[config.mk]
export PLATFORM = sky130hd
export DESIGN_NAME = imu_tap_stroke_detector
export DESIGN_NICKNAME = d
export VERILOG_FILES = /design/src/hdl/itsd_pkg.sv /design/src/hdl/itsd_cell.sv /design/src/hdl/itsd_div.sv /design/src/hdl/itsd_sqrt.sv /design/src/hdl/imu_tap_stroke_detector.sv
export VERILOG_INCLUDE_DIRS = /design/src /design/src/hdl
export SDC_FILE = /design/constraint.sdc
export NUM_CORES = 2
export LEC_CHECK = 0
export ABC_AREA = 0
export BUFFER_PORTS_ARGS = -buffer_cell sky130_fd_sc_hd__buf_4
export CELL_PAD_IN_SITES_DETAIL_PLACEMENT = 1
export CELL_PAD_IN_SITES_GLOBAL_PLACEMENT = 1
export CORE_ASPECT_RATIO = 1.2
export CORE_MARGIN = 1.5
export CORE_UTILIZATION = 47
export CTS_CLUSTER_SIZE = 28
export DETAILED_ROUTE_END_ITERATION = 10
export PLACE_DENSITY = 0.79
export REMOVE_ABC_BUFFERS = 1
export SYNTH_ARGS = -nofsm -noshare
export SYNTH_HDL_FRONTEND = slang
export SYNTH_HIERARCHICAL = 1
export SYNTH_SLANG_ARGS = --single-unit
export TNS_END_PERCENT = 10
[constraint.sdc]
create_clock -name clk_i -period 30.5 [get_ports clk_i]
set_input_delay 1.525 -clock clk_i [delete_from_list [all_inputs] [get_ports clk_i]]
set_output_delay 1.525 -clock clk_i [all_outputs]
set_load 0.01 [all_outputs]
[src/hdl/assert_macros.svh]
// Assertion macros shared by the tap and stroke detector RTL
`ifndef ASSERT_MACROS_SVH
`define ASSERT_MACROS_SVH

// property must hold at every clock edge outside reset
`define ASSERT_CLK(lbl, clk, rstn, prop) \
  lbl: assert property (@(posedge clk) disable iff (!rstn) (prop)) \
    else $error("%m: property failed");

// condition must never be true outside reset
`define ASSERT_NEVER(lbl, clk, rstn, cond) \
  lbl: assert property (@(posedge clk) disable iff (!rstn) !(cond)) \
    else $error("%m: forbidden condition seen");

`endif

[src/hdl/itsd_pkg.sv]
// Types and constants of the tap and stroke detector
package itsd_pkg;

  localparam int unsigned SAMPLE_BITS = 16;
  localparam int unsigned WINDOW_DEF  = 30;
  localparam int unsigned MAX_CAL     = 4096;
  localparam int unsigned MAG_W       = 16;
  localparam int unsigned ACC_W       = 2 * SAMPLE_BITS;
  localparam int unsigned CNT_W       = $clog2(MAX_CAL + 1);
  localparam int unsigned CSUM_W      = 29;
  localparam int unsigned CSQ_W       = 45;
  localparam int unsigned MUL_W       = 29;
  localparam int unsigned PROD_W      = 2 * MUL_W;
  localparam int unsigned DEN_W       = 2 * CNT_W;
  localparam int unsigned SQ_LO_W     = 23;
  localparam int unsigned HOLD_W      = 6;
  localparam int unsigned TM_W        = 8;
  localparam int unsigned LIMIT_W     = 20;
  localparam int unsigned ADDR_W      = 4;
  localparam int unsigned DATA_W      = 32;

  localparam logic [TM_W-1:0]    TAP_MULT_RST     = 8'd48;
  localparam logic [LIMIT_W-1:0] STROKE_LIMIT_RST = 20'd100000;
  localparam logic [HOLD_W-1:0]  TAP_HOLD_RST     = 6'd15;
  localparam logic [HOLD_W-1:0]  STROKE_HOLD_RST  = 6'd25;

  typedef enum logic [1:0] {
    REQ_SAMPLE = 2'd0,
    REQ_START  = 2'd1,
    REQ_STOP   = 2'd2,
    REQ_CLEAR  = 2'd3
  } req_e;

  typedef enum logic [2:0] {
    GEST_NONE  = 3'd0,
    GEST_TAP   = 3'd1,
    GEST_UP    = 3'd2,
    GEST_DOWN  = 3'd3,
    GEST_LEFT  = 3'd4,
    GEST_RIGHT = 3'd5
  } gesture_e;

  typedef enum logic [1:0] {
    REG_TAP_MULT     = 2'd0,
    REG_STROKE_LIMIT = 2'd1,
    REG_TAP_HOLD     = 2'd2,
    REG_STROKE_HOLD  = 2'd3
  } reg_e;

  typedef enum logic [4:0] {
    ST_IDLE,
    ST_SQX,
    ST_SQY,
    ST_SQZ,
    ST_SQSUM,
    ST_ROOT,
    ST_MAGSQ,
    ST_TAPM,
    ST_DETECT,
    ST_F_MEAN,
    ST_F_NLO,
    ST_F_NHI,
    ST_F_SQ,
    ST_F_DEN,
    ST_F_DIVGO,
    ST_F_VAR,
    ST_F_ROOT,
    ST_DONE
  } state_e;

endpackage

[src/hdl/itsd_cell.sv]
// One window cell: holds an x/y sample pair and passes it on when shifting
module itsd_cell #(
  parameter int unsigned W = itsd_pkg::SAMPLE_BITS
) (
  input  logic                clk_i,
  input  logic                shift_i,
  input  logic signed [W-1:0] x_i,
  input  logic signed [W-1:0] y_i,
  output logic signed [W-1:0] x_o,
  output logic signed [W-1:0] y_o
);
  logic signed [W-1:0] x_q, y_q;

  always_ff @(posedge clk_i) begin
    if (shift_i) begin
      x_q <= x_i;
      y_q <= y_i;
    end
  end

  assign x_o = x_q;
  assign y_o = y_q;
endmodule

[src/hdl/itsd_div.sv]
// Restoring divider, one quotient bit per cycle
module itsd_div #(
  parameter int unsigned DVD_W = itsd_pkg::PROD_W,
  parameter int unsigned DVS_W = itsd_pkg::DEN_W
) (
  input  logic             clk_i,
  input  logic             rst_ni,
  input  logic             start_i,
  input  logic [DVD_W-1:0] dividend_i,
  input  logic [DVS_W-1:0] divisor_i,
  output logic             done_o,
  output logic [DVD_W-1:0] quotient_o
);
  localparam int unsigned CW = $clog2(DVD_W + 1);

  logic             busy_q, done_q;
  logic [CW-1:0]    cnt_q;
  logic [DVD_W-1:0] dvd_q;
  logic [DVS_W-1:0] dvs_q, rem_q;
  logic [DVS_W:0]   rem_sh;
  logic             geq;

  assign rem_sh = {rem_q, dvd_q[DVD_W-1]};
  assign geq    = rem_sh >= {1'b0, dvs_q};

  always_ff @(posedge clk_i or negedge rst_ni) begin
    if (!rst_ni) begin
      busy_q <= 1'b0;
      done_q <= 1'b0;
      cnt_q  <= '0;
    end else begin
      done_q <= 1'b0;
      if (start_i) begin
        busy_q <= 1'b1;
        cnt_q  <= '0;
      end else if (busy_q) begin
        cnt_q <= cnt_q + CW'(1);
        if (cnt_q == CW'(DVD_W - 1)) begin
          busy_q <= 1'b0;
          done_q <= 1'b1;
        end
      end
    end
  end

  always_ff @(posedge clk_i) begin
    if (start_i) begin
      dvd_q <= dividend_i;
      dvs_q <= divisor_i;
      rem_q <= '0;
    end else if (busy_q) begin
      rem_q <= geq ? DVS_W'(rem_sh - {1'b0, dvs_q}) : rem_sh[DVS_W-1:0];
      dvd_q <= {dvd_q[DVD_W-2:0], geq};
    end
  end

  assign done_o     = done_q;
  assign quotient_o = dvd_q;
endmodule

[src/hdl/itsd_sqrt.sv]
// Digit-by-digit integer square root, one root bit per cycle
module itsd_sqrt #(
  parameter int unsigned RAD_W = itsd_pkg::PROD_W
) (
  input  logic               clk_i,
  input  logic               rst_ni,
  input  logic               start_i,
  input  logic [RAD_W-1:0]   rad_i,
  output logic               done_o,
  output logic [RAD_W/2-1:0] root_o
);
  localparam int unsigned ROOT_W = RAD_W / 2;
  localparam int unsigned REM_W  = ROOT_W + 2;
  localparam int unsigned CW     = $clog2(ROOT_W + 1);

  logic              busy_q, done_q;
  logic [CW-1:0]     cnt_q;
  logic [RAD_W-1:0]  rad_q;
  logic [REM_W-1:0]  rem_q, rem_sh, trial;
  logic [ROOT_W-1:0] root_q;
  logic              geq;

  assign rem_sh = {rem_q[REM_W-3:0], rad_q[RAD_W-1 -: 2]};
  assign trial  = {root_q, 2'b01};
  assign geq    = rem_sh >= trial;

  always_ff @(posedge clk_i or negedge rst_ni) begin
    if (!rst_ni) begin
      busy_q <= 1'b0;
      done_q <= 1'b0;
      cnt_q  <= '0;
    end else begin
      done_q <= 1'b0;
      if (start_i) begin
        busy_q <= 1'b1;
        cnt_q  <= '0;
      end else if (busy_q) begin
        cnt_q <= cnt_q + CW'(1);
        if (cnt_q == CW'(ROOT_W - 1)) begin
          busy_q <= 1'b0;
          done_q <= 1'b1;
        end
      end
    end
  end

  always_ff @(posedge clk_i) begin
    if (start_i) begin
      rad_q  <= rad_i;
      rem_q  <= '0;
      root_q <= '0;
    end else if (busy_q) begin
      rad_q  <= {rad_q[RAD_W-3:0], 2'b00};
      rem_q  <= geq ? (rem_sh - trial) : rem_sh;
      root_q <= {root_q[ROOT_W-2:0], geq};
    end
  end

  assign done_o = done_q;
  assign root_o = root_q;
endmodule

[src/hdl/imu_tap_stroke_detector.sv]
// Top level of the IMU tap and stroke detector
// A sample result passes the square states, the 29-step root unit, the tap product and detection.
// A stop-calibration item runs up to two 58-step divider passes and one root pass;
// other commands go straight to the done state.
// One item at a time; output stalls hold the result and delay the next transaction.
// Reset: asynchronous, active low; control and configuration registers return to their defaults.
`include "assert_macros.svh"

module imu_tap_stroke_detector #(
  parameter int unsigned WINDOW = itsd_pkg::WINDOW_DEF
) (
  input  logic                                  clk_i,
  input  logic                                  rst_ni,
  input  logic                                  in_valid_i,
  output logic                                  in_stall_o,
  input  logic [1:0]                            req_type_i,
  input  logic signed [itsd_pkg::SAMPLE_BITS-1:0] accel_x_i,
  input  logic signed [itsd_pkg::SAMPLE_BITS-1:0] accel_y_i,
  input  logic signed [itsd_pkg::SAMPLE_BITS-1:0] accel_z_i,
  output logic                                  out_valid_o,
  input  logic                                  out_stall_i,
  output logic [2:0]                            gesture_o,
  output logic [itsd_pkg::MAG_W-1:0]            sample_magnitude_o,
  output logic                                  is_calibrated_o,
  output logic [itsd_pkg::MAG_W-1:0]            mean_level_o,
  output logic [itsd_pkg::MAG_W-1:0]            spread_level_o,
  input  logic                                  psel,
  input  logic                                  penable,
  input  logic                                  pwrite,
  input  logic [itsd_pkg::ADDR_W-1:0]           paddr,
  input  logic [itsd_pkg::DATA_W-1:0]           pwdata,
  output logic [itsd_pkg::DATA_W-1:0]           prdata,
  output logic                                  pready
);
  import itsd_pkg::*;

  localparam int unsigned SUM_W  = SAMPLE_BITS + $clog2(WINDOW);
  localparam int unsigned FILL_W = $clog2(WINDOW + 1);
  localparam int unsigned CMP_W  = (SUM_W > LIMIT_W) ? SUM_W : LIMIT_W;
  localparam int unsigned TAP_W  = MAG_W + 6;

  state_e state_q, state_d;
  req_e   req_q;
  logic   accept, out_free;

  logic signed [SAMPLE_BITS-1:0] x_q, y_q, z_q;
  logic [SAMPLE_BITS-1:0]        ux, uy, uz;
  logic [ACC_W-1:0]              acc_q;
  logic [MUL_W-1:0]              mul_a, mul_b;
  logic [PROD_W-1:0]             prod_q, num_q;
  logic [MAG_W-1:0]              mag_q;
  gesture_e                      gest_q, gest_d;

  logic signed [SUM_W-1:0] sum_x_q, sum_y_q;
  logic [FILL_W-1:0]       fill_q;
  logic [HOLD_W-1:0]       hold_q, hold_d;

  logic               cal_active_q, cal_valid_q;
  logic [CNT_W-1:0]   cal_count_q;
  logic [CSUM_W-1:0]  cal_sum_q;
  logic [CSQ_W-1:0]   cal_sumsq_q;
  logic [MAG_W-1:0]   mean_q, spread_q;

  logic [TM_W-1:0]    tap_mult_q;
  logic [LIMIT_W-1:0] stroke_limit_q;
  logic [HOLD_W-1:0]  tap_hold_q, stroke_hold_q;

  logic             ov_q;
  gesture_e         o_gest_q;
  logic [MAG_W-1:0] o_mag_q, o_mean_q, o_spread_q;
  logic             o_cal_q;

  logic              div_start, div_done;
  logic [PROD_W-1:0] div_dvd, div_q;
  logic [DEN_W-1:0]  div_dvs;
  logic              sqrt_start, sqrt_done;
  logic [PROD_W-1:0] sqrt_rad;
  logic [MUL_W-1:0]  sqrt_root;

  logic signed [SAMPLE_BITS-1:0] cx [WINDOW+1];
  logic signed [SAMPLE_BITS-1:0] cy [WINDOW+1];
  logic                          shift_en, win_full;

  logic signed [TAP_W-1:0] tap_lhs;
  logic                    tap_hit;
  logic [SUM_W-1:0]        ax, ay;
  logic                    stroke_hit;
  logic                    cfg_wr;

  assign accept     = in_valid_i && (state_q == ST_IDLE);
  assign in_stall_o = state_q != ST_IDLE;
  assign out_free   = !ov_q || !out_stall_i;
  assign win_full   = fill_q == FILL_W'(WINDOW);
  assign shift_en   = state_q == ST_TAPM;

  assign ux = x_q[SAMPLE_BITS-1] ? $unsigned(-x_q) : $unsigned(x_q);
  assign uy = y_q[SAMPLE_BITS-1] ? $unsigned(-y_q) : $unsigned(y_q);
  assign uz = z_q[SAMPLE_BITS-1] ? $unsigned(-z_q) : $unsigned(z_q);

  // window shift chain, last cell holds the sample leaving the window
  assign cx[0] = x_q;
  assign cy[0] = y_q;
  for (genvar i = 0; i < WINDOW; i++) begin : g_cell
    itsd_cell #(.W(SAMPLE_BITS)) u_cell (
      .clk_i  (clk_i),
      .shift_i(shift_en),
      .x_i    (cx[i]),
      .y_i    (cy[i]),
      .x_o    (cx[i+1]),
      .y_o    (cy[i+1])
    );
  end

  itsd_div #(.DVD_W(PROD_W), .DVS_W(DEN_W)) u_div (
    .clk_i     (clk_i),
    .rst_ni    (rst_ni),
    .start_i   (div_start),
    .dividend_i(div_dvd),
    .divisor_i (div_dvs),
    .done_o    (div_done),
    .quotient_o(div_q)
  );

  itsd_sqrt #(.RAD_W(PROD_W)) u_sqrt (
    .clk_i  (clk_i),
    .rst_ni (rst_ni),
    .start_i(sqrt_start),
    .rad_i  (sqrt_rad),
    .done_o (sqrt_done),
    .root_o (sqrt_root)
  );

  // next state
  always_comb begin
    state_d = state_q;
    unique case (state_q)
      ST_IDLE: begin
        if (in_valid_i) begin
          unique case (req_e'(req_type_i))
            REQ_SAMPLE: state_d = ST_SQX;
            REQ_STOP:   state_d = (cal_count_q != '0) ? ST_F_MEAN : ST_DONE;
            REQ_START,
            REQ_CLEAR:  state_d = ST_DONE;
          endcase
        end
      end
      ST_SQX:     state_d = ST_SQY;
      ST_SQY:     state_d = ST_SQZ;
      ST_SQZ:     state_d = ST_SQSUM;
      ST_SQSUM:   state_d = ST_ROOT;
      ST_ROOT:    if (sqrt_done) state_d = ST_MAGSQ;
      ST_MAGSQ:   state_d = ST_TAPM;
      ST_TAPM:    state_d = ST_DETECT;
      ST_DETECT:  state_d = ST_DONE;
      ST_F_MEAN: begin
        if (div_done) state_d = (cal_count_q < CNT_W'(2)) ? ST_DONE : ST_F_NLO;
      end
      ST_F_NLO:   state_d = ST_F_NHI;
      ST_F_NHI:   state_d = ST_F_SQ;
      ST_F_SQ:    state_d = ST_F_DEN;
      ST_F_DEN:   state_d = ST_F_DIVGO;
      ST_F_DIVGO: state_d = ST_F_VAR;
      ST_F_VAR:   if (div_done) state_d = ST_F_ROOT;
      ST_F_ROOT:  if (sqrt_done) state_d = ST_DONE;
      ST_DONE:    if (out_free) state_d = ST_IDLE;
      default:    state_d = ST_IDLE;
    endcase
  end

  // unit controls and shared multiplier operands
  always_comb begin
    mul_a      = '0;
    mul_b      = '0;
    div_start  = 1'b0;
    div_dvd    = '0;
    div_dvs    = '0;
    sqrt_start = 1'b0;
    sqrt_rad   = '0;
    unique case (state_q)
      ST_IDLE: begin
        if (in_valid_i && req_e'(req_type_i) == REQ_STOP && cal_count_q != '0) begin
          div_start = 1'b1;
          div_dvd   = PROD_W'(cal_sum_q);
          div_dvs   = DEN_W'(cal_count_q);
        end
      end
      ST_SQX: begin
        mul_a = MUL_W'(ux);
        mul_b = MUL_W'(ux);
      end
      ST_SQY: begin
        mul_a = MUL_W'(uy);
        mul_b = MUL_W'(uy);
      end
      ST_SQZ: begin
        mul_a = MUL_W'(uz);
        mul_b = MUL_W'(uz);
      end
      ST_SQSUM: begin
        sqrt_start = 1'b1;
        sqrt_rad   = PROD_W'(acc_q) + prod_q;
      end
      ST_MAGSQ: begin
        mul_a = MUL_W'(mag_q);
        mul_b = MUL_W'(mag_q);
      end
      ST_TAPM: begin
        mul_a = MUL_W'(tap_mult_q);
        mul_b = MUL_W'(spread_q);
      end
      ST_F_NLO: begin
        mul_a = MUL_W'(cal_count_q);
        mul_b = MUL_W'(cal_sumsq_q[SQ_LO_W-1:0]);
      end
      ST_F_NHI: begin
        mul_a = MUL_W'(cal_count_q);
        mul_b = MUL_W'(cal_sumsq_q[CSQ_W-1:SQ_LO_W]);
      end
      ST_F_SQ: begin
        mul_a = MUL_W'(cal_sum_q);
        mul_b = MUL_W'(cal_sum_q);
      end
      ST_F_DEN: begin
        mul_a = MUL_W'(cal_count_q);
        mul_b = MUL_W'(cal_count_q - CNT_W'(1));
      end
      ST_F_DIVGO: begin
        div_start = 1'b1;
        div_dvd   = num_q;
        div_dvs   = prod_q[DEN_W-1:0];
      end
      ST_F_VAR: begin
        sqrt_start = div_done;
        sqrt_rad   = div_q;
      end
      default: ;
    endcase
  end

  // detection
  assign tap_lhs = $signed({2'b00, mag_q, 4'b0000}) - $signed({2'b00, mean_q, 4'b0000});
  assign tap_hit = $signed({{4{tap_lhs[TAP_W-1]}}, tap_lhs})
                 > $signed({2'b00, prod_q[TM_W+MAG_W-1:0]});
  assign ax = sum_x_q[SUM_W-1] ? $unsigned(-sum_x_q) : $unsigned(sum_x_q);
  assign ay = sum_y_q[SUM_W-1] ? $unsigned(-sum_y_q) : $unsigned(sum_y_q);
  assign stroke_hit = win_full && ((CMP_W'(ax) > CMP_W'(stroke_limit_q))
                                || (CMP_W'(ay) > CMP_W'(stroke_limit_q)));

  always_comb begin
    gest_d = GEST_NONE;
    hold_d = hold_q;
    if (cal_valid_q) begin
      priority if (hold_q != '0) begin
        hold_d = hold_q - HOLD_W'(1);
      end else if (tap_hit) begin
        gest_d = GEST_TAP;
        hold_d = tap_hold_q;
      end else if (stroke_hit) begin
        hold_d = stroke_hold_q;
        if (ax > ay) begin
          gest_d = (sum_x_q > 0) ? GEST_RIGHT : GEST_LEFT;
        end else begin
          gest_d = (sum_y_q > 0) ? GEST_UP : GEST_DOWN;
        end
      end else begin
        gest_d = GEST_NONE;
      end
    end
  end

  assign cfg_wr = psel && penable && pwrite;

  always_ff @(posedge clk_i or negedge rst_ni) begin
    if (!rst_ni) begin
      state_q        <= ST_IDLE;
      sum_x_q        <= '0;
      sum_y_q        <= '0;
      fill_q         <= '0;
      hold_q         <= '0;
      cal_active_q   <= 1'b0;
      cal_valid_q    <= 1'b0;
      cal_count_q    <= '0;
      cal_sum_q      <= '0;
      cal_sumsq_q    <= '0;
      mean_q         <= '0;
      spread_q       <= '0;
      tap_mult_q     <= TAP_MULT_RST;
      stroke_limit_q <= STROKE_LIMIT_RST;
      tap_hold_q     <= TAP_HOLD_RST;
      stroke_hold_q  <= STROKE_HOLD_RST;
      ov_q           <= 1'b0;
    end else begin
      state_q <= state_d;
      if (cfg_wr) begin
        unique case (reg_e'(paddr[3:2]))
          REG_TAP_MULT:     tap_mult_q     <= pwdata[TM_W-1:0];
          REG_STROKE_LIMIT: stroke_limit_q <= pwdata[LIMIT_W-1:0];
          REG_TAP_HOLD:     tap_hold_q     <= pwdata[HOLD_W-1:0];
          REG_STROKE_HOLD:  stroke_hold_q  <= pwdata[HOLD_W-1:0];
        endcase
      end
      if (ov_q && !out_stall_i && state_q != ST_DONE) ov_q <= 1'b0;
      unique case (state_q)
        ST_IDLE: begin
          if (accept) begin
            unique case (req_e'(req_type_i))
              REQ_SAMPLE: ;
              REQ_START: begin
                cal_active_q <= 1'b1;
                cal_valid_q  <= 1'b0;
                cal_count_q  <= '0;
                cal_sum_q    <= '0;
                cal_sumsq_q  <= '0;
              end
              REQ_STOP: cal_active_q <= 1'b0;
              REQ_CLEAR: begin
                cal_active_q <= 1'b0;
                cal_valid_q  <= 1'b0;
                cal_count_q  <= '0;
                cal_sum_q    <= '0;
                cal_sumsq_q  <= '0;
                mean_q       <= '0;
                spread_q     <= '0;
              end
            endcase
          end
        end
        ST_TAPM: begin
          if (win_full) begin
            sum_x_q <= sum_x_q + SUM_W'(x_q) - SUM_W'(cx[WINDOW]);
            sum_y_q <= sum_y_q + SUM_W'(y_q) - SUM_W'(cy[WINDOW]);
          end else begin
            sum_x_q <= sum_x_q + SUM_W'(x_q);
            sum_y_q <= sum_y_q + SUM_W'(y_q);
            fill_q  <= fill_q + FILL_W'(1);
          end
          if (cal_active_q && cal_count_q < CNT_W'(MAX_CAL)) begin
            cal_count_q <= cal_count_q + CNT_W'(1);
            cal_sum_q   <= cal_sum_q + CSUM_W'(mag_q);
            cal_sumsq_q <= cal_sumsq_q + CSQ_W'(prod_q[2*MAG_W-1:0]);
          end
        end
        ST_DETECT: hold_q <= hold_d;
        ST_F_MEAN: begin
          if (div_done) begin
            mean_q <= div_q[MAG_W-1:0];
            if (cal_count_q < CNT_W'(2)) begin
              spread_q    <= '0;
              cal_valid_q <= 1'b1;
            end
          end
        end
        ST_F_ROOT: begin
          if (sqrt_done) begin
            spread_q    <= sqrt_root[MAG_W-1:0];
            cal_valid_q <= 1'b1;
          end
        end
        ST_DONE: if (out_free) ov_q <= 1'b1;
        default: ;
      endcase
    end
  end

  // datapath payload
  always_ff @(posedge clk_i) begin
    prod_q <= mul_a * mul_b;
    if (accept) begin
      req_q  <= req_e'(req_type_i);
      x_q    <= accel_x_i;
      y_q    <= accel_y_i;
      z_q    <= accel_z_i;
      mag_q  <= '0;
      gest_q <= GEST_NONE;
    end
    unique case (state_q)
      ST_SQY:   acc_q <= prod_q[ACC_W-1:0];
      ST_SQZ:   acc_q <= acc_q + prod_q[ACC_W-1:0];
      ST_ROOT:  if (sqrt_done) mag_q <= sqrt_root[MAG_W-1:0];
      ST_DETECT: gest_q <= (req_q == REQ_SAMPLE) ? gest_d : GEST_NONE;
      ST_F_NHI: num_q <= prod_q;
      ST_F_SQ:  num_q <= num_q + (prod_q << SQ_LO_W);
      ST_F_DEN: num_q <= (num_q > prod_q) ? (num_q - prod_q) : '0;
      ST_DONE: begin
        if (out_free) begin
          o_gest_q   <= gest_q;
          o_mag_q    <= mag_q;
          o_cal_q    <= cal_valid_q;
          o_mean_q   <= mean_q;
          o_spread_q <= spread_q;
        end
      end
      default: ;
    endcase
  end

  always_comb begin
    prdata = '0;
    unique case (reg_e'(paddr[3:2]))
      REG_TAP_MULT:     prdata = DATA_W'(tap_mult_q);
      REG_STROKE_LIMIT: prdata = DATA_W'(stroke_limit_q);
      REG_TAP_HOLD:     prdata = DATA_W'(tap_hold_q);
      REG_STROKE_HOLD:  prdata = DATA_W'(stroke_hold_q);
    endcase
  end

  assign pready             = 1'b1;
  assign out_valid_o        = ov_q;
  assign gesture_o          = o_gest_q;
  assign sample_magnitude_o = o_mag_q;
  assign is_calibrated_o    = o_cal_q;
  assign mean_level_o       = o_mean_q;
  assign spread_level_o     = o_spread_q;

  `ASSERT_CLK(a_fill_max, clk_i, rst_ni, fill_q <= FILL_W'(WINDOW))
  `ASSERT_CLK(a_cal_max, clk_i, rst_ni, cal_count_q <= CNT_W'(MAX_CAL))
  `ASSERT_CLK(a_gest_cal, clk_i, rst_ni, out_valid_o && gesture_o != GEST_NONE |-> is_calibrated_o)
  `ASSERT_NEVER(a_root_state, clk_i, rst_ni, sqrt_done && state_q != ST_ROOT && state_q != ST_F_ROOT)
  `ASSERT_NEVER(a_div_state, clk_i, rst_ni, div_done && state_q != ST_F_MEAN && state_q != ST_F_VAR)
endmodule
; ---- Yosys cells after proc, flatten, opt, wreduce, memory -nomap -nowiden
; Index checks and enable logic that the tools add are counted.
[word_totals]
reg_bits = 1690
in_bits = 93
output_inout_bits = 87
wordCells = 323
[classes]
n_addsub = 24
mul = 1
n_lt_le_gt_ge = 11
n_eq_ne = 38
muxes = 99
bitwise = 1
n_reduce_logical = 46
[ops]
columns = cell, count
row1 = 58-bit two-way mux, 5
row2 = 29-bit case mux with 9 select lines, 1
row3 = 58-bit case mux with 2 select lines, 2
row4 = 29-bit case mux with 7 select lines, 1
row5 = 16-bit two-way mux, 12
row6 = 58-bit case mux with 3 select lines, 1
row7 = 29-bit two-way mux, 5
row8 = 45-bit two-way mux, 3
row9 = 32-bit case mux with 4 select lines, 1
row10 = 45-bit case mux with 2 select lines, 1
row11 = 5-bit case mux with 18 select lines, 1
row12 = 21-bit two-way mux, 4
row13 = 32-bit case mux with 2 select lines, 1
row14 = 32-bit by 58-bit adder with 58-bit output, 1
row15 = 58-bit adder, 1
row16 = 58-bit > comparator, 1
row17 = 29-bit by 29-bit multiplier with 58-bit output, 1
row18 = 29-bit case mux with 2 select lines, 1
row19 = 58-bit subtractor, 1
row20 = 13-bit two-way mux, 4
row21 = 26-bit case mux with 2 select lines, 1
row22 = 5-bit two-way mux, 10
row23 = 16-bit negation, 3
row24 = 16-bit case mux with 3 select lines, 1
row25 = 59 further kinds, 157

; ---- Logic depth before layout (Yosys ltp)
[depth]
word_depth = 11
mapped_depth = 41
ltp_nobuf = 39

; ---- Hierarchy
; The synthesis kept the hierarchy.
[by_module_without_submodules]
columns = module, instances, cells_per_inst, area_per_inst_um2, seq_area_each_um2
row1 = imu_tap_stroke_detector, 1, 7641, 65476.5, 12861.1
row2 = itsd_cell, 30, 32, 960.9, 960.9
row3 = itsd_sqrt, 1, 719, 7073.0, 3078.0
row4 = itsd_div, 1, 600, 6596.3, 3243.1

; ---- Worst setup path after synthesis
; Ideal clock, no wire load.
[synth_timing]
path_kind = flip-flop to flip-flop
startpoint = reg state_q[4]
endpoint = reg sum_x_q[0]
setup_time_ps = 1258
arrival_time_ps = 28397
required_time_ps = 29242
slack_ps = 844
path_stages_with_launch = 10
path_buffers = 4
period_less_slack_ps = 29656
cell_sequence = dfrtp_1 nand2b_1 clkbuf_1 nor2_1 nand2_1 inv_1 clkbuf_1 clkbuf_1 buf_1 o21ai_0
[synth_via]
elab_chain_len = 1
[synth_rtl]
columns = item, line
row1 = start: declaration, imu_tap_stroke_detector.sv:42  ; state_e state_q, state_d;
row2 = start signal: assignment, imu_tap_stroke_detector.sv:293  ; state_q <= state_d;
row3 = 5-bit by 3-bit equality test with 1-bit output, --
row4 = via shift_en, imu_tap_stroke_detector.sv:82  ; logic shift_en, win_full;
row5 = end signal: assignment, imu_tap_stroke_detector.sv:330  ; sum_x_q <= sum_x_q + SUM_W'(x_q) - SUM_W'(cx[WINDOW]);
row6 = end signal: assignment, imu_tap_stroke_detector.sv:333  ; sum_x_q <= sum_x_q + SUM_W'(x_q);
row7 = end: declaration, imu_tap_stroke_detector.sv:54  ; logic signed [SUM_W-1:0] sum_x_q, sum_y_q;
; The timed path passes the listed nets, and every way through them passes these cells.
; A chain may end at the register's enable or synchronous reset.

; ---- Worst setup path after layout
[layout_timing]
startpoint = reg state_q[4]
endpoint = reg prod_q[46]
[layout_via]
elab_chain_len = 4
word_cells_on_any_way = 13
cone_classes = mul (1) / eq/ne (9) / mux (2) / reduce/logical (1)
[layout_rtl]
columns = item, line
row1 = 5-bit by 4-bit equality test with 1-bit output, imu_tap_stroke_detector.sv:179  ; unique case (state_q)
row2 = 3-bit OR reduction (no line), --
row3 = 29-bit case mux with 7 select lines, imu_tap_stroke_detector.sv:179
row4 = 29-bit by 29-bit multiplier with 58-bit output (*), imu_tap_stroke_detector.sv:367  ; prod_q <= mul_a * mul_b;
row5 = end signal: assignment, imu_tap_stroke_detector.sv:367
row6 = end: declaration, imu_tap_stroke_detector.sv:50  ; logic [PROD_W-1:0] prod_q, num_q;
; Every way passes the cells marked *; elsewhere a longest branch is shown, timed or not.

==> out/metrics.yaml <==
status:
  outcome: "finished with violations"
  violations: "max-capacitance violations, max-slew violations"
cells_and_area:
  fin_util: 0.520
  fin_cells: 13200
  most-common-layout-cells: "1297 x edfxtp_1, 1273 x inv_1, 1100 x nand2_1"
  final_cell_area_sq_mm: 0.119
  synthToLayoutAreaGrowth_pct: 9.84
  layout_commonest_cell: "edfxtp_1"
  fin_nets: 11500
  drive_gt1_frac: 0.0851
die:
  die_h_microns: 528
  core.rowCount: 192
  die_x_microns: 441
  pin_count: 180
  start_util: 0.473
  core_sq_mm: 0.228
  die_area_sq_mm: 0.233
sta:
  slew_violations: 3
  skew_ns: 0.0601
  rsz0062_at_grt: "no"
  worst_pin_slew_ns: 1.55
  period_share: 0.459
  setup_tns_ns: 0
  finalSetupViolations: 0
  finalCriticalPeriod_ns: 13.99
  slew_headroom: -0.0364
  hold_viol: 0
  achievable-frequency_mhz: 71.5
clock_network:
  cts_max_path_buffers: 4
  root_buffer: "clkbuf_16"
  cts-buffers-inserted: 175
  cts_tree: "built"
  htreeDepth: 4
  numClockSinks: 1690
  clkLatencyLatePin_ns: 0.87
  path_clk_slew_ns: 0.06
  cts_resized: 0
  postCtsSetupRepairBufs: 0
  postCtsHoldBufs: 0
drt:
  avgViaCountPerCell: 6.05
  drc_errors: 0
  drt-initial-drc-count: 6330
  firstDrtPassIters: 8
  vias: 79700
  top_layer_used: "met5"
  wl_met1_microns: 133000
  wl_met2_microns: 177000
  routedWlPerCell_microns: 27.6
  wl_met3_microns: 22800
  wl_microns: 363000
  ant_nets: 0
worst_setup_path:
  slowest_delay_ns: 1.38
  cp_max_fo: 20
  crit_path_start_kind: "register"
  path_class: "reg2reg"
  crit_slowest_cell: "a2111oi_2"
  cp-end-kind: "register"
  crit_required_ns: 31.23
  arrival_ns: 14.72
yosys:
  syn_inst: 9920
  ys_ff_latch: 1690
  yosys_most_used_dff: "edfxtp_1"
  ys_warn_count: 6
  synthArstFlopShare: 0.139
  synth_edf_count: 1297
  ys_types: 114
  syn_area_sq_mm: 0.108
  ys_seq_area_frac: 0.445
  synth_area_per_cell_sq_um: 10.9
power_and_ir_drop:
  p_leak_nw: 50.2
  p_per_area_mw_per_mm2: 94.2
  vdd.ir_drop.worst_uv: 68.5
  p_total_mw: 11.2
placement:
  placed_area_sq_mm: 0.113
  dp.final_hpwl_microns: 264000
  dp.cells: 12800
  gp_congestion: 0.944
  io_buffer_count: 152
global_routing:
  track_usage: 0.314
  overflow: 0
  antenna_found_initial: 26
  grt_first_pass_wirelength_microns: 546000
  grt_pass1_vias: 87000
  grt_max_degree: 206
flow_run:
  max_cap_violations: 2
worst_hold_path:
  hp-class: "reg2reg"
-- worst paths after layout --
check / start / endpoint / slack, ns / depth (start not counted)
max in group asynchronous: rst_ni / u_sqrt/busy_q / 28.24 / 2
worst max-delay path: state_q[4] / prod_q[46] / 16.51 / 35
worst min-delay path: g_cell[9].u_cell/y_o[12] / g_cell[10].u_cell/y_o[12] / 0.40 / 0
worst max register to register: state_q[4] / prod_q[46] / 16.51 / 35
worst min register to register: g_cell[9].u_cell/y_o[12] / g_cell[10].u_cell/y_o[12] / 0.40 / 0
min in group asynchronous: rst_ni / sum_x_q[14] / 0.62 / 1
-- synthesized netlist by cell type, drive strengths merged, types with 15 or more instances --
cell    number  area [sq um]
or2         26           163
a221oi      29           254
a22oi       26           195
nor4        40           272
clkbuf     351          1330
nor3b       16           120
ha         668          8360
fa         735         14700
dfxtp      158          3160
a221o       15           150
nor2       617          2320
o211ai      37           283
dfstp       15           394
and2       115           722
buf         64           388
and3        82           513
dfrtp      220          5510
o21a        59           443
a21oi      424          2130
a211oi      62           503
inv       1277          4790
a22o        78           683
mux2       139          1570
a21o       209          1570
nand2     1105          4150
a222oi      35           350
or4         15           120
nand4       87           544
nand3      179           901
nor2b       51           322
xnor2      296          2590
nor3        97           502
or3         39           249
nand2b      50           313
o31ai       65           512
a311oi      49           442
a21boi      21           158
o21bai      54           417
a31oi       56           350
o21ai      544          2740
edfxtp    1297         38900
mux2i       48           480
xor2       177          1550
-- kinds of logic (layout without fill, tap and decap cells) --
family	Yosys count	count (layout)	share of synthesized area
xor gates and xnor gates	473	473	0.0384
buffers and inverters	1697	1915	0.0604
other	2	30	0.0000696
AOI/OAI and AO/OA	1912	1912	0.116
DFF	1690	1690	0.445
and+or+nand+nor	2550	2550	0.106
muxes	193	193	0.0202
adders and majority gates	1403	1403	0.214
-- report_power, final --
part           internal, mW  switching (mW)
sequential             2.93           0.410
combinational          2.00            3.60
clock                  1.28           0.951
total                  6.21            4.96
-- layer usage --
metal | global-route usage | up-vias
li1 | - | 34300
met1 | 0.366 | 40700
met2 | 0.527 | 3287
met3 | 0.0486 | 1329
met4 | 0.225 | 8
met5 | 0 | -
-- per-stage QoR --
stage / worst slack (ns) / hold WS (ns)
global route: 16.39 / 0.410
finish: 16.51 / 0.397
floorplan: -4.15 / 0.400
CTS: 17.62 / 0.374
global placement: 18.16 / 0.400
detailed placement: 17.88 / 0.405
-- area by class of cell --
| type | count | area, sq um |
|---|---|---|
| Multi-Input combinational cell | 6544 | 53700 |
| Tap cell | 3007 | 3760 |
| Clock buffer | 210 | 4660 |
| Timing Repair Buffer | 321 | 2450 |
| Inverter | 1282 | 4820 |
| Antenna cell | 17 | 42.5 |
| Clock inverter | 102 | 1190 |
| Fill cell | 24400 | 110000 |
| Sequential cell | 1690 | 48000 |
-- registers in the layout (all words and copies together), names as in the netlist, 29 cells and up --
signal             count
cal_sumsq_q           45
g_cell.u_cell/y_o    480
cal_sum_q             29
g_cell.u_cell/x_o    480
u_sqrt/rem_q          29
u_sqrt/rad_q          58
u_sqrt/root_o         29
prod_q                58
num_q                 58
u_div/quotient_o      58
acc_q                 32
-- critical path: cells and delay by family, from the launching register on --
family / cells / cell delay [ns]
adders and majority gates: 9 / 4.97
AOI/OAI and AO/OA: 11 / 4.36
and+or+nand+nor: 5 / 2.44
buffers and inverters: 9 / 1.20
DFF: 1 / 0.58
xor gates and xnor gates: 1 / 0.26
No activity file was read; power rests on OpenSTA's default activity.
